**config.mk**
```make
export PLATFORM = sky130hd
export DESIGN_NAME = round_robin_task_scheduler_unit
export DESIGN_NICKNAME = d
export VERILOG_FILES = /design/src/design/rrts_pkg.sv /design/src/design/rrts_alu.sv /design/src/design/round_robin_task_scheduler_unit.sv
export SDC_FILE = /design/constraint.sdc
export NUM_CORES = 2
export LEC_CHECK = 0
export BUFFER_PORTS_ARGS = -buffer_cell sky130_fd_sc_hd__buf_2
export CAP_MARGIN = 15
export CORE_MARGIN = 3
export CORE_UTILIZATION = 50
export CTS_BUF_LIST = sky130_fd_sc_hd__clkbuf_8
export CTS_CLUSTER_SIZE = 8
export DETAILED_ROUTE_END_ITERATION = 6
export PLACE_DENSITY = 0.63
export REMOVE_ABC_BUFFERS = 1
export SETUP_SLACK_MARGIN = 0.2
export SLEW_MARGIN = 25
export SYNTH_ARGS = -nofsm -noshare
export SYNTH_HDL_FRONTEND = slang
export SYNTH_HIERARCHICAL = 1
export SYNTH_SLANG_ARGS = --single-unit
```
**constraint.sdc**
```tcl
create_clock -name clk -period 16.3 [get_ports clk]
set_input_delay 2.445 -clock clk [delete_from_list [all_inputs] [get_ports clk]]
set_output_delay 2.445 -clock clk [all_outputs]
set_load 0.03 [all_outputs]
```
**src/design/rrts_pkg.sv**
```systemverilog
// ----------------------------------------------------------------------------
// rrts_pkg
// Shared types, constants and flag helpers for the round-robin task scheduler.
// ----------------------------------------------------------------------------
package rrts_pkg;

	localparam int NUM_SLOTS = 16;
	localparam int SLOT_W    = $clog2(NUM_SLOTS);
	localparam int TIME_W    = 48;
	localparam int TS_W      = 20;
	localparam int FLAG_W    = 10;
	localparam int SEM_W     = 16;

	localparam logic [TS_W-1:0] TS_RESET = TS_W'(10000);

	// flag bit positions
	localparam int FB_READY   = 0;
	localparam int FB_BLOCKED = 1;
	localparam int FB_INTR    = 2;
	localparam int FB_INTRD   = 3;
	localparam int FB_TWAIT   = 4;
	localparam int FB_TOUT    = 5;
	localparam int FB_STOP    = 6;
	localparam int FB_DBG     = 7;
	localparam int FB_RUN     = 8;

	typedef logic [FLAG_W-1:0] flags_t;
	typedef logic [SLOT_W-1:0] sidx_t;
	typedef logic [TIME_W-1:0] time_t;

	typedef enum logic [2:0] {
		CMD_SCHED   = 3'd0,
		CMD_CREATE  = 3'd1,
		CMD_REMOVE  = 3'd2,
		CMD_FLAG    = 3'd3,
		CMD_WAIT    = 3'd4,
		CMD_IDLE    = 3'd5,
		CMD_COLLECT = 3'd6,
		CMD_READ    = 3'd7
	} cmd_t;

	typedef enum logic [2:0] {
		FOP_STOP     = 3'd0,
		FOP_CONT     = 3'd1,
		FOP_DBG_STOP = 3'd2,
		FOP_DBG_GO   = 3'd3,
		FOP_INTR     = 3'd4
	} fop_t;

	typedef enum logic [1:0] {
		ERR_NONE    = 2'd0,
		ERR_IN_USE  = 2'd1,
		ERR_EMPTY   = 2'd2,
		ERR_DENIED  = 2'd3
	} err_t;

	typedef enum logic [1:0] {
		RSN_OK    = 2'd0,
		RSN_INTR  = 2'd1,
		RSN_TOUT  = 2'd2,
		RSN_NONE  = 2'd3
	} rsn_t;

	// wake check of a task that is not ready: {sem taken, new flags}
	function automatic logic [FLAG_W:0] resume(input flags_t f, input logic sem_b,
			input logic dl_le);
		flags_t r;
		logic   took;
		r    = f;
		took = 1'b0;
		if (!f[FB_READY]) begin
			if (r[FB_BLOCKED] && sem_b) begin
				r[FB_READY]   = 1'b1;
				r[FB_BLOCKED] = 1'b0;
				took          = 1'b1;
			end
			if (r[FB_INTR]) begin
				r[FB_READY] = 1'b1;
				r[FB_INTRD] = 1'b1;
				r[FB_INTR]  = 1'b0;
			end
			if (r[FB_TWAIT] && dl_le) begin
				r[FB_READY] = 1'b1;
				r[FB_TOUT]  = 1'b1;
				r[FB_TWAIT] = 1'b0;
			end
		end
		return {took, r};
	endfunction

	// semaphore bit of a slot; slots past the vector have none
	function automatic logic sem_bit(input logic [SEM_W-1:0] sem, input sidx_t i);
		return (32'(i) < SEM_W) ? sem[4'(i)] : 1'b0;
	endfunction

	// next slot in round-robin order
	function automatic sidx_t next_slot(input sidx_t i);
		return (i == SLOT_W'(NUM_SLOTS - 1)) ? '0 : i + 1'b1;
	endfunction

endpackage

```
**src/design/rrts_alu.sv**
```systemverilog
// ----------------------------------------------------------------------------
// rrts_alu
// Shared time unit: one 48-bit compare against now and one 48-bit adder.
// ----------------------------------------------------------------------------
module rrts_alu (
	input  rrts_pkg::time_t cmp_a,
	input  rrts_pkg::time_t now,
	input  rrts_pkg::time_t add_b,
	output logic            le_now,
	output rrts_pkg::time_t sum
);
	import rrts_pkg::*;

	// deadline / slice end reached
	assign le_now = (cmp_a <= now);

	// wraps modulo 2^48
	assign sum = now + add_b;

endmodule

```
**src/design/round_robin_task_scheduler_unit.sv**
```systemverilog
// ----------------------------------------------------------------------------
// round_robin_task_scheduler_unit
// Round-robin task scheduler with timeslice over a fixed table of task slots.
// ----------------------------------------------------------------------------
// A word is taken only while the sequencer is idle. Every command but schedule
// passes through accept, execute and response steps. Schedule passes through
// accept, check and response when the running task keeps the CPU; otherwise
// it walks the table: the walk tests one slot per cycle through the single
// shared 48-bit compare unit, then the running task is tested last and the
// winner written back. The next word is taken while the result still waits
// in the output register. No clearing pass after reset.
module round_robin_task_scheduler_unit (
	input  logic                        clk,
	input  logic                        arst_n,
	input  logic                        cfg_wr_en,
	input  logic [rrts_pkg::TS_W-1:0]   cfg_wr_data,
	input  logic                        in_valid,
	output logic                        in_stall,
	input  logic [2:0]                  command,
	input  logic [3:0]                  slot,
	input  logic [2:0]                  flag_op,
	input  logic [rrts_pkg::TIME_W-1:0] now_us,
	input  logic [rrts_pkg::SEM_W-1:0]  sem_ready,
	input  logic                        wait_on_sem,
	input  logic [rrts_pkg::TIME_W-1:0] timeout_us,
	input  logic                        timeout_relative,
	output logic                        out_valid,
	input  logic                        out_stall,
	output logic [3:0]                  current_slot,
	output logic                        switched,
	output logic                        ran_idle,
	output logic                        semaphore_taken,
	output logic [rrts_pkg::FLAG_W-1:0] slot_flags,
	output logic [1:0]                  wake_reason,
	output logic [1:0]                  error
);
	import rrts_pkg::*;

	typedef enum logic [6:0] {
		ST_IDLE  = 7'b0000001,
		ST_CHECK = 7'b0000010,
		ST_WALK  = 7'b0000100,
		ST_LAST  = 7'b0001000,
		ST_FIN   = 7'b0010000,
		ST_EXEC  = 7'b0100000,
		ST_RESP  = 7'b1000000
	} state_t;

	state_t st_q;

	// captured input word
	cmd_t              cmd_q;
	logic [3:0]        slot_q;
	logic [2:0]        fop_q;
	time_t             now_q;
	logic [SEM_W-1:0]  sem_q;
	logic              wsem_q;
	time_t             tmo_q;
	logic              rel_q;

	// task table
	logic [NUM_SLOTS-1:0] valid_q;
	logic [NUM_SLOTS-1:0] waits_q;
	flags_t               flags_q [NUM_SLOTS];
	time_t                slice_q [NUM_SLOTS];
	time_t                dl_q    [NUM_SLOTS];
	sidx_t                running_q;
	sidx_t                idle_slot_q;
	logic [TS_W-1:0]      ts_q;

	// walk state and result fields
	sidx_t                idx_q;
	sidx_t                k_q;
	sidx_t                sel_q;
	logic                 sw_q;
	logic                 ran_idle_q;
	logic                 took_q;
	err_t                 err_q;
	rsn_t                 rsn_q;

	// output register
	logic                 out_valid_q;
	logic [3:0]           cur_out_q;
	logic                 sw_out_q;
	logic                 idle_out_q;
	logic                 took_out_q;
	flags_t               flags_out_q;
	rsn_t                 rsn_out_q;
	err_t                 err_out_q;

	// decode of the addressed slot
	sidx_t  sidx;
	logic   slot_ok;
	logic   addressed;
	assign sidx      = SLOT_W'(slot_q);
	assign slot_ok   = (32'(slot_q) < NUM_SLOTS) && valid_q[sidx];
	assign addressed = (cmd_q == CMD_CREATE) || (cmd_q == CMD_REMOVE) ||
		(cmd_q == CMD_FLAG) || (cmd_q == CMD_READ);

	// single flag read port
	sidx_t  fl_raddr;
	flags_t f_rd;
	always_comb begin
		unique case (st_q)
			ST_WALK, ST_LAST: fl_raddr = idx_q;
			ST_FIN:           fl_raddr = sel_q;
			ST_EXEC:          fl_raddr = (cmd_q == CMD_FLAG) ? sidx : running_q;
			ST_RESP:          fl_raddr = addressed ? sidx : running_q;
			default:          fl_raddr = running_q;
		endcase
	end
	assign f_rd = flags_q[fl_raddr];

	// shared compare / add unit
	time_t cmp_a;
	time_t add_b;
	logic  le_now;
	time_t sum;
	assign cmp_a = (st_q == ST_CHECK) ? slice_q[running_q] : dl_q[idx_q];
	assign add_b = (st_q == ST_FIN) ? TIME_W'(ts_q) : tmo_q;

	rrts_alu u_alu (
		.cmp_a  (cmp_a),
		.now    (now_q),
		.add_b  (add_b),
		.le_now (le_now),
		.sum    (sum)
	);

	// wake test of the slot under the walk pointer
	flags_t          f_walk;
	logic [FLAG_W:0] res;
	flags_t          f_res;
	logic            res_took;
	logic            elig;
	assign f_walk   = (st_q == ST_LAST) ? (f_rd & ~(FLAG_W'(1) << FB_RUN)) : f_rd;
	assign res      = resume(f_walk, sem_bit(sem_q, idx_q), le_now);
	assign f_res    = res[FLAG_W-1:0];
	assign res_took = res[FLAG_W];
	assign elig     = valid_q[idx_q] && !f_walk[FB_RUN] && !f_walk[FB_STOP] &&
		!f_walk[FB_DBG];

	// begin wait deadline
	time_t tmo_eff;
	assign tmo_eff = rel_q ? sum : tmo_q;

	logic out_free;
	assign out_free = !out_valid_q || !out_stall;
	assign in_stall = (st_q != ST_IDLE);

	// deadline store: written only by begin wait and create
	always_ff @(posedge clk) begin
		if (st_q == ST_EXEC) begin
			if (cmd_q == CMD_WAIT && tmo_eff != '0) begin
				dl_q[running_q] <= tmo_eff;
			end else if (cmd_q == CMD_CREATE && 32'(slot_q) < NUM_SLOTS &&
					!valid_q[sidx]) begin
				dl_q[sidx] <= '0;
			end
		end
	end

	// input capture
	always_ff @(posedge clk) begin
		if (in_valid && !in_stall) begin
			cmd_q  <= cmd_t'(command);
			slot_q <= slot;
			fop_q  <= flag_op;
			now_q  <= now_us;
			sem_q  <= sem_ready;
			wsem_q <= wait_on_sem;
			tmo_q  <= timeout_us;
			rel_q  <= timeout_relative;
		end
	end

	// configuration register
	always_ff @(posedge clk or negedge arst_n) begin
		if (!arst_n) begin
			ts_q <= TS_RESET;
		end else if (cfg_wr_en) begin
			ts_q <= cfg_wr_data;
		end
	end

	// sequencer and task table
	always_ff @(posedge clk or negedge arst_n) begin
		if (!arst_n) begin
			st_q        <= ST_IDLE;
			valid_q     <= NUM_SLOTS'(1);
			waits_q     <= '0;
			for (int i = 0; i < NUM_SLOTS; i++) begin
				flags_q[i] <= (i == 0) ? (FLAG_W'(1) << FB_READY) : '0;
				slice_q[i] <= '0;
			end
			running_q   <= '0;
			idle_slot_q <= '0;
			idx_q       <= '0;
			k_q         <= '0;
			sel_q       <= '0;
			sw_q        <= 1'b0;
			ran_idle_q  <= 1'b0;
			took_q      <= 1'b0;
			err_q       <= ERR_NONE;
			rsn_q       <= RSN_NONE;
		end else begin
			unique case (st_q)
				ST_IDLE: begin
					if (in_valid) begin
						sw_q       <= 1'b0;
						ran_idle_q <= 1'b0;
						took_q     <= 1'b0;
						err_q      <= ERR_NONE;
						rsn_q      <= RSN_NONE;
						st_q       <= (cmd_t'(command) == CMD_SCHED) ? ST_CHECK : ST_EXEC;
					end
				end
				ST_CHECK: begin
					// running task keeps the CPU while its slice lasts
					if (f_rd[FB_READY] && !f_rd[FB_STOP] && !f_rd[FB_DBG] && !le_now) begin
						st_q <= ST_RESP;
					end else begin
						idx_q <= next_slot(running_q);
						k_q   <= SLOT_W'(1);
						st_q  <= ST_WALK;
					end
				end
				ST_WALK: begin
					if (elig) begin
						flags_q[idx_q] <= f_res;
						took_q         <= took_q | res_took;
					end
					if (elig && f_res[FB_READY]) begin
						sel_q <= idx_q;
						st_q  <= ST_FIN;
					end else if (k_q == SLOT_W'(NUM_SLOTS - 1)) begin
						idx_q <= running_q;
						st_q  <= ST_LAST;
					end else begin
						idx_q <= next_slot(idx_q);
						k_q   <= k_q + 1'b1;
					end
				end
				ST_LAST: begin
					// running task tested last, idle slot as fallback
					if (elig) begin
						flags_q[idx_q] <= f_res;
						took_q         <= took_q | res_took;
					end
					if (elig && f_res[FB_READY]) begin
						sel_q <= idx_q;
					end else begin
						sel_q      <= idle_slot_q;
						ran_idle_q <= 1'b1;
					end
					st_q <= ST_FIN;
				end
				ST_FIN: begin
					if (sel_q != running_q) begin
						flags_q[running_q][FB_RUN] <= 1'b0;
					end
					flags_q[sel_q]             <= f_rd | (FLAG_W'(1) << FB_RUN);
					slice_q[sel_q]             <= sum;
					sw_q                       <= (sel_q != running_q);
					running_q                  <= sel_q;
					st_q                       <= ST_RESP;
				end
				ST_EXEC: begin
					unique case (cmd_q)
						CMD_CREATE: begin
							if (32'(slot_q) >= NUM_SLOTS) begin
								err_q <= ERR_EMPTY;
							end else if (valid_q[sidx]) begin
								err_q <= ERR_IN_USE;
							end else begin
								valid_q[sidx] <= 1'b1;
								flags_q[sidx] <= FLAG_W'(1) << FB_READY;
								slice_q[sidx] <= '0;
								waits_q[sidx] <= 1'b0;
							end
						end
						CMD_REMOVE: begin
							if (!slot_ok) begin
								err_q <= ERR_EMPTY;
							end else if (sidx == '0 || sidx == running_q ||
									sidx == idle_slot_q) begin
								err_q <= ERR_DENIED;
							end else begin
								valid_q[sidx] <= 1'b0;
								flags_q[sidx] <= '0;
								waits_q[sidx] <= 1'b0;
							end
						end
						CMD_FLAG: begin
							if (!slot_ok) begin
								err_q <= ERR_EMPTY;
							end else begin
								unique case (fop_q)
									FOP_STOP:     flags_q[sidx][FB_STOP] <= 1'b1;
									FOP_CONT:     flags_q[sidx][FB_STOP] <= 1'b0;
									FOP_DBG_STOP: flags_q[sidx][FB_DBG]  <= 1'b1;
									FOP_DBG_GO:   flags_q[sidx][FB_DBG]  <= 1'b0;
									FOP_INTR:     flags_q[sidx][FB_INTR] <= 1'b1;
									default:      err_q <= ERR_DENIED;
								endcase
							end
						end
						CMD_WAIT: begin
							waits_q[running_q]            <= wsem_q;
							flags_q[running_q][FB_READY]  <= 1'b0;
							flags_q[running_q][FB_BLOCKED] <= f_rd[FB_BLOCKED] | wsem_q;
							flags_q[running_q][FB_TWAIT]  <= f_rd[FB_TWAIT] | (tmo_eff != '0);
						end
						CMD_IDLE: begin
							idle_slot_q        <= running_q;
							flags_q[running_q] <= FLAG_W'(1) << FB_STOP;
						end
						CMD_COLLECT: begin
							if (!f_rd[FB_READY]) begin
								err_q <= ERR_DENIED;
							end else begin
								priority if (waits_q[running_q] && !f_rd[FB_BLOCKED]) begin
									rsn_q <= RSN_OK;
								end else if (f_rd[FB_INTRD]) begin
									rsn_q <= RSN_INTR;
								end else if (f_rd[FB_TOUT]) begin
									rsn_q <= RSN_TOUT;
								end else begin
									rsn_q <= RSN_NONE;
								end
								flags_q[running_q][FB_BLOCKED] <= 1'b0;
								flags_q[running_q][FB_TWAIT]   <= 1'b0;
								flags_q[running_q][FB_INTRD]   <= 1'b0;
								flags_q[running_q][FB_TOUT]    <= 1'b0;
								waits_q[running_q]             <= 1'b0;
							end
						end
						CMD_READ: begin
							if (!slot_ok) begin
								err_q <= ERR_EMPTY;
							end
						end
						default: begin
						end
					endcase
					st_q <= ST_RESP;
				end
				ST_RESP: begin
					if (out_free) begin
						st_q <= ST_IDLE;
					end
				end
				default: st_q <= ST_IDLE;
			endcase
		end
	end

	// output register
	always_ff @(posedge clk or negedge arst_n) begin
		if (!arst_n) begin
			out_valid_q <= 1'b0;
		end else if (st_q == ST_RESP && out_free) begin
			out_valid_q <= 1'b1;
		end else if (!out_stall) begin
			out_valid_q <= 1'b0;
		end
	end

	always_ff @(posedge clk) begin
		if (st_q == ST_RESP && out_free) begin
			cur_out_q   <= 4'(running_q);
			sw_out_q    <= sw_q;
			idle_out_q  <= ran_idle_q;
			took_out_q  <= took_q;
			flags_out_q <= (addressed && !slot_ok) ? '0 : {1'b0, f_rd[FLAG_W-2:0]};
			rsn_out_q   <= rsn_q;
			err_out_q   <= err_q;
		end
	end

	assign out_valid       = out_valid_q;
	assign current_slot    = cur_out_q;
	assign switched        = sw_out_q;
	assign ran_idle        = idle_out_q;
	assign semaphore_taken = took_out_q;
	assign slot_flags      = flags_out_q;
	assign wake_reason     = rsn_out_q;
	assign error           = err_out_q;

	// checks
	a_run_valid: assert property (@(posedge clk) disable iff (!arst_n)
		valid_q[running_q])
		else $error("running slot is not a valid slot");

	a_out_from_resp: assert property (@(posedge clk) disable iff (!arst_n)
		$rose(out_valid_q) |-> $past(st_q == ST_RESP))
		else $error("result word without response step");

	a_fin_to_resp: assert property (@(posedge clk) disable iff (!arst_n)
		(st_q == ST_FIN) |=> (st_q == ST_RESP))
		else $error("schedule write-back not followed by response");

endmodule

```
==> qor.csv <==
metric,value,unit
clock_latency,1.09,ns
htreeDepth,5,
post-route-min-period,9.844,ns
fin_skew,0.1004,ns
cp-start-kind,flip-flop,
dieArea,184900,sq um
ys.flop_type,dfrtp_1,
clk_pin_slew,0.06,ns
drive_gt1_frac,0.2277,
synth-seq-cells,1911,
die_x,430.0,um
wl_per_cell,37.74,um
fin_tns_setup,0,ns
numPortBuffers,170,
fmax,101.6,MHz
cp_top_family,simple AND/OR/NAND/NOR gates,
cts_buffer_depth,4,
start_util,0.5064,
ys_seq_area_frac,0.5830,
area_growth,11.44,%
cp.required,16.99,ns
worst_pin_slew,1.243,ns
grt_pass1_vias,65820,
ioPinCount,172,
yosys.cell_types.count,101,
vias,66940,
rsz0062_at_grt,false,
routabilityCongestion,1.056,
yosysTopAreaCell,edfxtp_1,
grt_max_degree,187,
grt_pass1_wl,496300,um
finalCritPeriodShare,0.6039,
num-nets-final,6946,
finalHoldViolations,0,
postSynthAreaPerCell,13.69,sq um
arrival,10.53,ns
design.core.area,177500,sq um
maxCapViolCount,0,
setup_viol,0,
peakVddDrop,0.0001046,V
ff2ff_path_depth,25,
cts_root_buffer,clkbuf_8,
endpoint_kind,flip-flop,
synth_top_area_share,0.3047,
routed_wl,349600,um
critPathSlowestCell,xnor2_2,
drc,21,
hold_class,reg -> reg,
holdBufCountCts,0,
clock-sinks,1911,
via_per_inst,7.225,
holdPathStages,0,
syn_area,89870,sq um
relSlewSlack,0.1696,
path_buf_inv,1,
outcome,"complete, but fails checks",
p_leak,39.20,nW
crit_fanout,50,
antenna_found_initial,21,
dp.cells,8684,
detail-route-antenna-nets,0,
pwr_density_cell,152.2,nW/um^2
dr.first_iter.drc_count,10190,
drv_slew,0,
crit_start,st_q[1],
yosys-top-cells-area,"edfxtp_1 (30%), dfrtp_1 (28%), mux4_2 (13%)",
post-synth-top-count-cell,dfrtp_1,
violations,design-rule violations,
rows,154,
place_hpwl,211200,um
cts_buffers,335,
final_cells,9265,
synth-edff-count,912,
cts_setup_buffers,0,
cts_tree,built,
die_height,430.0,um
synth_commonest_cells,"dfrtp_1 (989), edfxtp_1 (912), a22o_1 (799), mux4_2 (502), clkbuf_1 (448)",
grtUsageTotal,0.3751,
cp_num_cells,25,
synthCells,6564,
critical_path_class,reg -> reg,
async_reset_ff_frac,0.5228,
cts_resized,0,
final_core_util,0.5644,
min_from,err_q[0],
slowest_delay,0.81,ns
r2r_slack,6.46,ns
first_pass_iters,7,
yosysWarnings,6,
reg2reg_from,st_q[1],
grt_overflow_total,0,
## report_power, final
group | internal (W) | total, W | switching (W) | leakage, nW
sequential | 0.00562 | 0.00587 | 0.000248 | 22.1
clock | 0.00219 | 0.00416 | 0.00197 | 3.56
combinational | 0.00161 | 0.00521 | 0.00359 | 13.5
total | 0.00943 | 0.0152 | 0.00581 | 39.2
## flip-flops by register name, indices dropped and copies added, names as in the netlist, 3 cells and up, named ones only
name and flops:
slice_q 768, idx_q 4, current_slot 4, sidx 4
fop_q 3, st_q 7, waits_q 16, tmo_q 48
dl_q 768, flags_q 144, sem_q 16, slot_flags 9
now_q 48, sel_q 4, running_q 4, cmd_q 3
k_q 4, idle_slot_q 4, ts_q 20
## kinds of logic (layout without fill, tap and decap cells)
group / after synthesis / after routing / share of synthesized area
xor gates and xnor gates: 58 / 58 / 0.005652
AOI/OAI and AO/OA: 1983 / 1983 / 0.1612
buffers and inverters: 709 / 1053 / 0.03049
DFF: 1911 / 1911 / 0.5830
adders and majority gates: 105 / 105 / 0.01470
other: 1 / 18 / 0.00004172
and+or+nand+nor: 1115 / 1115 / 0.05770
muxes: 682 / 682 / 0.1472
## per-stage QoR
| stage | hold WS [ns] | instance area (sq um) | worst slack, ns | power, W |
|---|---|---|---|---|
| after floorplan | 0.4211 | 87530 | 3.430 | 0.009020 |
| after global placement | 0.4386 | 93610 | 7.005 | 0.01090 |
| after detailed placement | 0.4409 | 93690 | 6.874 | 0.01095 |
| after CTS | 0.4558 | 99780 | 6.842 | 0.01509 |
| after global routing | 0.4765 | 100100 | 6.254 | 0.01573 |
| final | 0.4487 | 100200 | 6.456 | 0.01525 |
## final cells by class
type | count | area (sq um)
diodes | 17 | 42.54
clock buffers | 382 | 5258
clock inverters | 171 | 834.6
fillers | 14280 | 77300
inverters | 106 | 405.4
multi-input cells | 3944 | 35470
flip-flops and latches | 1911 | 52420
well taps | 2340 | 2928
repair buffers | 394 | 2800
## final timing paths
kind                                      to
worst min register to register      error[0]
worst max register to register   dl_q[9][16]
worst min-delay path                error[0]
worst max-delay path             dl_q[9][16]
min in group asynchronous        slice_q[52]
max in group asynchronous       slice_q[516]
## layer usage
layer	vias up	global-route usage	routed length, um
met1	34340	0.5019	131800
li1	26150	-	-
met4	16	0.1988	22000
met2	5159	0.5454	151500
met5	-	0.001301	190
met3	1272	0.1248	44090
## cells in the final DEF, fill, tap and decap left out, types with 29 or more instances in the layout
cell and count:
buf_4 205, buf_2 169, edfxtp_1 912, a21o_1 56, nand3_1 78, nand2_1 347, dfrtp_1 982, ha_1 104
nor3_1 50, a221oi_1 63, a22o_1 799, xor2_1 29, o21ai_0 280, a21oi_1 351, clkbuf_8 383, mux4_2 502
inv_1 216, mux2i_1 83, o22ai_1 98, and2_1 56, mux2_2 82, nor2_1 315, nand4_1 37
Note: power is estimated with default switching activity, not from simulation.
